==> config.mk <==
export PLATFORM = sky130hd
export DESIGN_NAME = tcd_cfg
export DESIGN_NICKNAME = d
export VERILOG_FILES = /design/src/sv/tcd_pkg.sv /design/src/sv/tcd_cfg.sv
export SDC_FILE = /design/constraint.sdc
export NUM_CORES = 1
export LEC_CHECK = 0
export BUFFER_PORTS_ARGS = -buffer_cell sky130_fd_sc_hd__buf_2
export CAP_MARGIN = 20
export CORE_UTILIZATION = 30
export DETAILED_ROUTE_END_ITERATION = 10
export MAX_ROUTING_LAYER = met4
export PLACE_DENSITY = 0.58
export SLEW_MARGIN = 20
export SYNTH_ARGS = -nofsm -noshare
export SYNTH_HDL_FRONTEND = slang
export SYNTH_SLANG_ARGS = --single-unit
==> constraint.sdc <==
create_clock -name clk -period 1.1 [get_ports clk]
set_clock_uncertainty 0.1 [all_clocks]
set_input_delay 0.165 -clock clk [delete_from_list [all_inputs] [get_ports clk]]
set_output_delay 0.165 -clock clk [all_outputs]
set_load 0.01 [all_outputs]
==> src/sv/tcd_pkg.sv <==
`timescale 1ns / 1ps
// Shared types and constants of the tile change detector.
// Used by tcd_cfg and tile_change_detector; depends on nothing.
package tcd_pkg;

  localparam int unsigned DEF_TILE_COLUMNS     = 64;
  localparam int unsigned DEF_TILE_ROWS        = 64;
  localparam int unsigned DEF_MAX_FRAME_WIDTH  = 4096;
  localparam int unsigned DEF_MAX_FRAME_HEIGHT = 4096;

  localparam int unsigned CFG_ADDR_W   = 3;
  localparam int unsigned CFG_DATA_W   = 32;
  localparam int unsigned CFG_VALUE_W  = 13;
  localparam int unsigned CFG_RESET_SZ = 64;

  localparam int unsigned PIXEL_W      = 32;
  localparam int unsigned HASH_W       = 64;
  localparam int unsigned HASH_SHIFT   = 5;
  localparam int unsigned TILE_IDX_W   = 12;
  localparam int unsigned COUNT_W      = 13;
  localparam int unsigned OUT_TDATA_W  = 96;

  localparam int unsigned OUT_QUEUE_DEPTH = 4;

  typedef enum logic [0:0] {
    REG_FRAME_WIDTH  = 1'b0,
    REG_FRAME_HEIGHT = 1'b1
  } cfg_reg_t;

  typedef struct packed {
    logic [TILE_IDX_W-1:0] tile_num;
    logic                  tile_changed;
    logic [HASH_W-1:0]     tile_hash;
    logic                  frame_last;
    logic [COUNT_W-1:0]    changed_count;
  } out_item_t;

endpackage

==> src/sv/tcd_cfg.sv <==
`timescale 1ns / 1ps
// APB register file of the tile change detector: frame size and derived tile size.
// Depends on tcd_pkg.
module tcd_cfg #(
  parameter int unsigned TILE_COLUMNS     = tcd_pkg::DEF_TILE_COLUMNS,
  parameter int unsigned TILE_ROWS        = tcd_pkg::DEF_TILE_ROWS,
  parameter int unsigned MAX_FRAME_WIDTH  = tcd_pkg::DEF_MAX_FRAME_WIDTH,
  parameter int unsigned MAX_FRAME_HEIGHT = tcd_pkg::DEF_MAX_FRAME_HEIGHT,
  localparam int unsigned FW_W = $clog2(MAX_FRAME_WIDTH + 1),
  localparam int unsigned FH_W = $clog2(MAX_FRAME_HEIGHT + 1)
) (
  input  logic                            clk,
  input  logic                            rst_n,
  input  logic                            cfg_psel,
  input  logic                            cfg_penable,
  input  logic                            cfg_pwrite,
  input  logic [tcd_pkg::CFG_ADDR_W-1:0]  cfg_paddr,
  input  logic [tcd_pkg::CFG_DATA_W-1:0]  cfg_pwdata,
  output logic [tcd_pkg::CFG_DATA_W-1:0]  cfg_prdata,
  output logic                            cfg_pready,
  output logic [FW_W-1:0]                 frame_width,
  output logic [FW_W-1:0]                 tile_width,
  output logic [FH_W-1:0]                 tile_height
);

  // Tile size is frame size times a rounded-up reciprocal, exact over the field range.
  localparam int unsigned WD_SHIFT = FW_W + 7;
  localparam int unsigned WD_RW    = WD_SHIFT + 1;
  localparam int unsigned WD_PW    = FW_W + WD_RW;
  localparam logic [WD_RW-1:0] WD_RECIP =
    WD_RW'((2**WD_SHIFT + TILE_COLUMNS - 1) / TILE_COLUMNS);
  localparam int unsigned HD_SHIFT = FH_W + 7;
  localparam int unsigned HD_RW    = HD_SHIFT + 1;
  localparam int unsigned HD_PW    = FH_W + HD_RW;
  localparam logic [HD_RW-1:0] HD_RECIP =
    HD_RW'((2**HD_SHIFT + TILE_ROWS - 1) / TILE_ROWS);

  localparam logic [FW_W-1:0] RST_FW = FW_W'(tcd_pkg::CFG_RESET_SZ);
  localparam logic [FH_W-1:0] RST_FH = FH_W'(tcd_pkg::CFG_RESET_SZ);
  localparam logic [FW_W-1:0] RST_TW = FW_W'(tcd_pkg::CFG_RESET_SZ / TILE_COLUMNS);
  localparam logic [FH_W-1:0] RST_TH = FH_W'(tcd_pkg::CFG_RESET_SZ / TILE_ROWS);

  logic [FW_W-1:0] fw_r, tw_r;
  logic [FH_W-1:0] fh_r, th_r;

  logic [tcd_pkg::CFG_VALUE_W-1:0] wval;
  logic [FW_W-1:0]                 fw_nxt, tw_nxt;
  logic [FH_W-1:0]                 fh_nxt, th_nxt;
  logic [WD_PW-1:0]                wprod;
  logic [HD_PW-1:0]                hprod;
  logic                            wr_en;
  tcd_pkg::cfg_reg_t               reg_sel;

  assign cfg_pready = 1'b1;
  assign wr_en      = cfg_psel && cfg_penable && cfg_pwrite;
  assign reg_sel    = tcd_pkg::cfg_reg_t'(cfg_paddr[2]);
  assign wval       = cfg_pwdata[tcd_pkg::CFG_VALUE_W-1:0];

  always_comb begin
    fw_nxt = (32'(wval) > MAX_FRAME_WIDTH) ? FW_W'(MAX_FRAME_WIDTH) : FW_W'(wval);
    fh_nxt = (32'(wval) > MAX_FRAME_HEIGHT) ? FH_W'(MAX_FRAME_HEIGHT) : FH_W'(wval);
    wprod  = WD_PW'(fw_nxt) * WD_PW'(WD_RECIP);
    hprod  = HD_PW'(fh_nxt) * HD_PW'(HD_RECIP);
    tw_nxt = wprod[WD_SHIFT +: FW_W];
    th_nxt = hprod[HD_SHIFT +: FH_W];
  end

  always_ff @(posedge clk) begin
    if (!rst_n) begin
      fw_r <= RST_FW;
      fh_r <= RST_FH;
      tw_r <= RST_TW;
      th_r <= RST_TH;
    end else if (wr_en) begin
      unique case (reg_sel)
        tcd_pkg::REG_FRAME_WIDTH: begin
          fw_r <= fw_nxt;
          tw_r <= tw_nxt;
        end
        tcd_pkg::REG_FRAME_HEIGHT: begin
          fh_r <= fh_nxt;
          th_r <= th_nxt;
        end
      endcase
    end
  end

  always_comb begin
    unique case (reg_sel)
      tcd_pkg::REG_FRAME_WIDTH:  cfg_prdata = tcd_pkg::CFG_DATA_W'(fw_r);
      tcd_pkg::REG_FRAME_HEIGHT: cfg_prdata = tcd_pkg::CFG_DATA_W'(fh_r);
    endcase
  end

  assign frame_width  = fw_r;
  assign tile_width   = tw_r;
  assign tile_height  = th_r;

endmodule

**After elaboration in Yosys (flattened, before gate mapping)**

Cells that the tools add are included.

- Bits in registers: 40
- Bits of input ports: 40
- Output and inout port bits: 72
- Logic and storage cells: 12

- $lt $le $gt $ge: 1
- Multiplexer cells: 2
- Bitwise gates (word level): 1
- Reduce and logical (&&, ||, !) cells: 4

Operators by type and width:

| kind | count |
|---|---|
| $pmux 32 s2 | 1 |
| $gt 13x13->1 const B | 1 |
| $mux 13 | 1 |
| $reduce_and 2->1 | 2 |
| $logic_and 1x1->1 | 2 |
| $not 1->1 | 1 |

**Longest topological paths before layout**

- Depth after elaboration: 3
- Depth in mapped cells: 5
- Gate-level depth less buffers: 3

**Worst setup path before layout**

OpenSTA, ideal clock, no wires.

- Path type: input port to output port
- Start: input port cfg_paddr[2] (netlist name)
- End: output port cfg_prdata[0] (netlist name)
- Arrival time: 0.789 ns
- Path slack: 0.046 ns
- Stages on the path: 3
- Buffers on the path: 2
- Cell sequence: buf_6 buf_4 mux2_2

- Cells in the longest elaborated chain, start to end: 2

Ends and longest elaborated chain:

| what | RTL line | RTL |
|---|---|---|
| from (decl) | tcd_cfg.sv:17 | `input logic [tcd_pkg::CFG_ADDR_W-1:0] cfg_paddr,` |
| $not 1->1 (no source line) | n/a |  |
| $pmux 32 s2 * | tcd_cfg.sv:89 | `unique case (reg_sel)` |
| to (decl) | tcd_cfg.sv:19 | `output logic [tcd_pkg::CFG_DATA_W-1:0] cfg_prdata,` |

Every way passes the cells marked *; elsewhere a longest branch is shown, timed or not. The select of a mux whose other input is x is not followed.

**Worst setup path in the final report**

- Start: register fh_r[6]
- End: output port cfg_prdata[6] (netlist name)

- Cells in the longest elaborated chain, start to end: 1

Ends and longest elaborated chain:

| what | RTL line | RTL |
|---|---|---|
| from (decl) | tcd_cfg.sv:44 | `logic [FH_W-1:0] fh_r, th_r;` |
| from (signal assigned) | tcd_cfg.sv:81 | `fh_r <= fh_nxt;` |
| $pmux 32 s2 | tcd_cfg.sv:89 |  |

No other way between the ends. The select of a mux whose other input is x is not followed.

==> flow_summary.ini <==
[critical_path]
critPathArrivalTime_ns = 0.99
r2r_cells = 4
startpoint_type = flip-flop
required_ns = 0.83
crit_chain = mux2_2 -> buf_6
critPathSlowestCell = dfxtp_2
path_class = reg2out
cp_max_fo = 2
end_kind = primary output
crit_path_max_incr_delay_ns = 0.34

[timing]
fin_ws_ns = -0.1525
hold_ws_ns = 0.07540
hold_viol = 0
fin_crit_sh_pct = 113.9
grt_setup_unrepaired = yes
maxSlewViolCount = 0
finalSetupViolations = 24
clock.fmax_mhz = 798.4
min_period_ns = 1.252
final.setup.tns_ns = -2.025

[min_path]
min_path_type = in2reg
min_path_cells = 3

[drt]
met3_length_um = 236
wl_per_cell_um = 11.77
wl_met1_mm = 1.455
antenna_left = 0
drt_iter0_drc = 29
vias_per_cell = 4.105
drc = 0
first_pass_iters = 2
drt-total-wl_mm = 3.471
top_layer = met4
routed-wl-met2_mm = 1.745
vias = 1211

[floorplanning]
ios = 112
start_util_pct = 32.00
placementRows = 25
die-width_um = 74.15
coreArea_mm2 = 0.004880
dieArea_mm2 = 0.005497
die_h_um = 74.15

[layout]
nNetsFinal = 269
antennaDiodeCount = 0
drive_above_1_share_pct = 62.72
most-common-layout-cells = 51 x buf_6, 32 x conb_1, 24 x nand3_1, 24 x dfxtp_2, 19 x buf_2
area_growth_pct = 47.20
final_common_cell = buf_6
fillerInstances = 479

[placed_design]
dp.final_hpwl_mm = 2.205
gp_congestion = 0.6574
placement.io_buffers = 58
post-place-ws_ns = -0.1036

[grt]
grt_pass1_wl_mm = 4.988
grt_pass1_vias = 1036
grt_max_degree = 27
grt_usage_pct = 12.31
overflow = 0
antenna_found_initial = 0

[job]
max-cap-violations = 0

[power]
power.density_mw_per_mm2 = 836.4
leakage_uw = 0.001059
ir_worst_vdd_mv = 0.4844

[logic_synthesis]
netlist_top_cells_area = dfxtp_1 33%, buf_4 23%, mux2_2 9.4%
yosysWarnings = 0
syn_area_mm2 = 0.001561
syn_inst = 165
ys_seq_area_share_pct = 33.33
synth_area_per_cell_um2 = 9.464
ys_ff_latch = 26
synth_top_cell_area_share_pct = 33.33
synth_area_leader_cell = dfxtp_1
ys_types = 17

[clock_tree]
cts_tree = built
cts_sinks = 26
cts_hold_buf = 0
worstSkewPairLatency_ns = 0.26
htreeDepth = 1
cts-buffers-inserted = 3
path_clk_slew_ns = 0.09
cts-root-buf = clkbuf_8
cts_buffer_depth = 2

[outcome]
violations = negative setup slack
status = finished with violations
==> routing by layer <==
metal,vias up,track usage [%]
li1,623,-
met1,531,14.64
met2,55,20.81
met3,2,1.626
met4,0,5.128
met5,-,-
==> per-stage QoR <==
step	instances	total power, µW	cell area (µm²)	util (%)
3_5_place_dp	270	1269	1744	35.74
3_3_place_gp	270	1267	1744	35.74
5_1_grt	295	2013	2298	47.10
2_1_floorplan	195	1253	1674	-
4_1_cts	293	1956	2237	45.85
6_report	295	1922	2298	47.10
==> report_power, final <==
group | switching, µW | internal [µW]
Clock | 294 | 320
Combinational | 185 | 158
Sequential | 8.47 | 956
Total | 488 | 1430
==> state kept, by name (all words and copies together), names as in the netlist <==
register     cells
fh_r            13
frame_width     13
==> area by class of cell <==
class                           instances  area [µm²]  area share, %
Sequential cell                        26       550.5          23.95
Multi-Input combinational cell        112       744.5          32.39
Clock buffer                            4       55.05          2.395
Tap cell                               67       83.83          3.647
Timing Repair Buffer                   86       864.6          37.62
==> path summary, 6_finish.rpt <==
kind	endpoint	slack [ns]	start
max	cfg_prdata[6]	-0.15	fh_r[6]
min	frame_width[4]	0.08	cfg_pwdata[4]
min reg2reg	fh_r[1]	0.36	fh_r[1]
max reg2reg	fh_r[6]	0.17	fh_r[6]
==> cell usage after synthesis <==
cell type	instances
o21ai_2	12
buf_6	5
dfxtp_1	26
nand3b_1	11
nand3_1	24
nand4b_4	1
buf_2	3
clkbuf_1	2
o21ai_1	8
o211ai_2	2
conb_1	2
o21ai_0	4
nand4_4	1
buf_4	47
nand2b_1	1
nand2_1	3
mux2_2	13
==> worst max-delay path: cells and delay by family (launching register included) <==
kind,cells,cell delay (ns)
buffers and inverters,1,0.12
DFF,1,0.34
muxes,1,0.27
==> what timing repair did <==
item                                    CTS  global route
gates resized for setup                  68            14
endpoints found under the setup margin   13            39
setup buffers                            19             3
==> cell families after synthesis <==
| logic type | synth area share [%] |
|---|---|
| and+or+nand+nor | 16.99 |
| DFF | 33.33 |
| AOI/OAI and AO/OA | 12.18 |
| muxes | 9.375 |
| buffers and inverters | 27.64 |
| other | 0.4809 |
(Power assumes the default switching activity.)
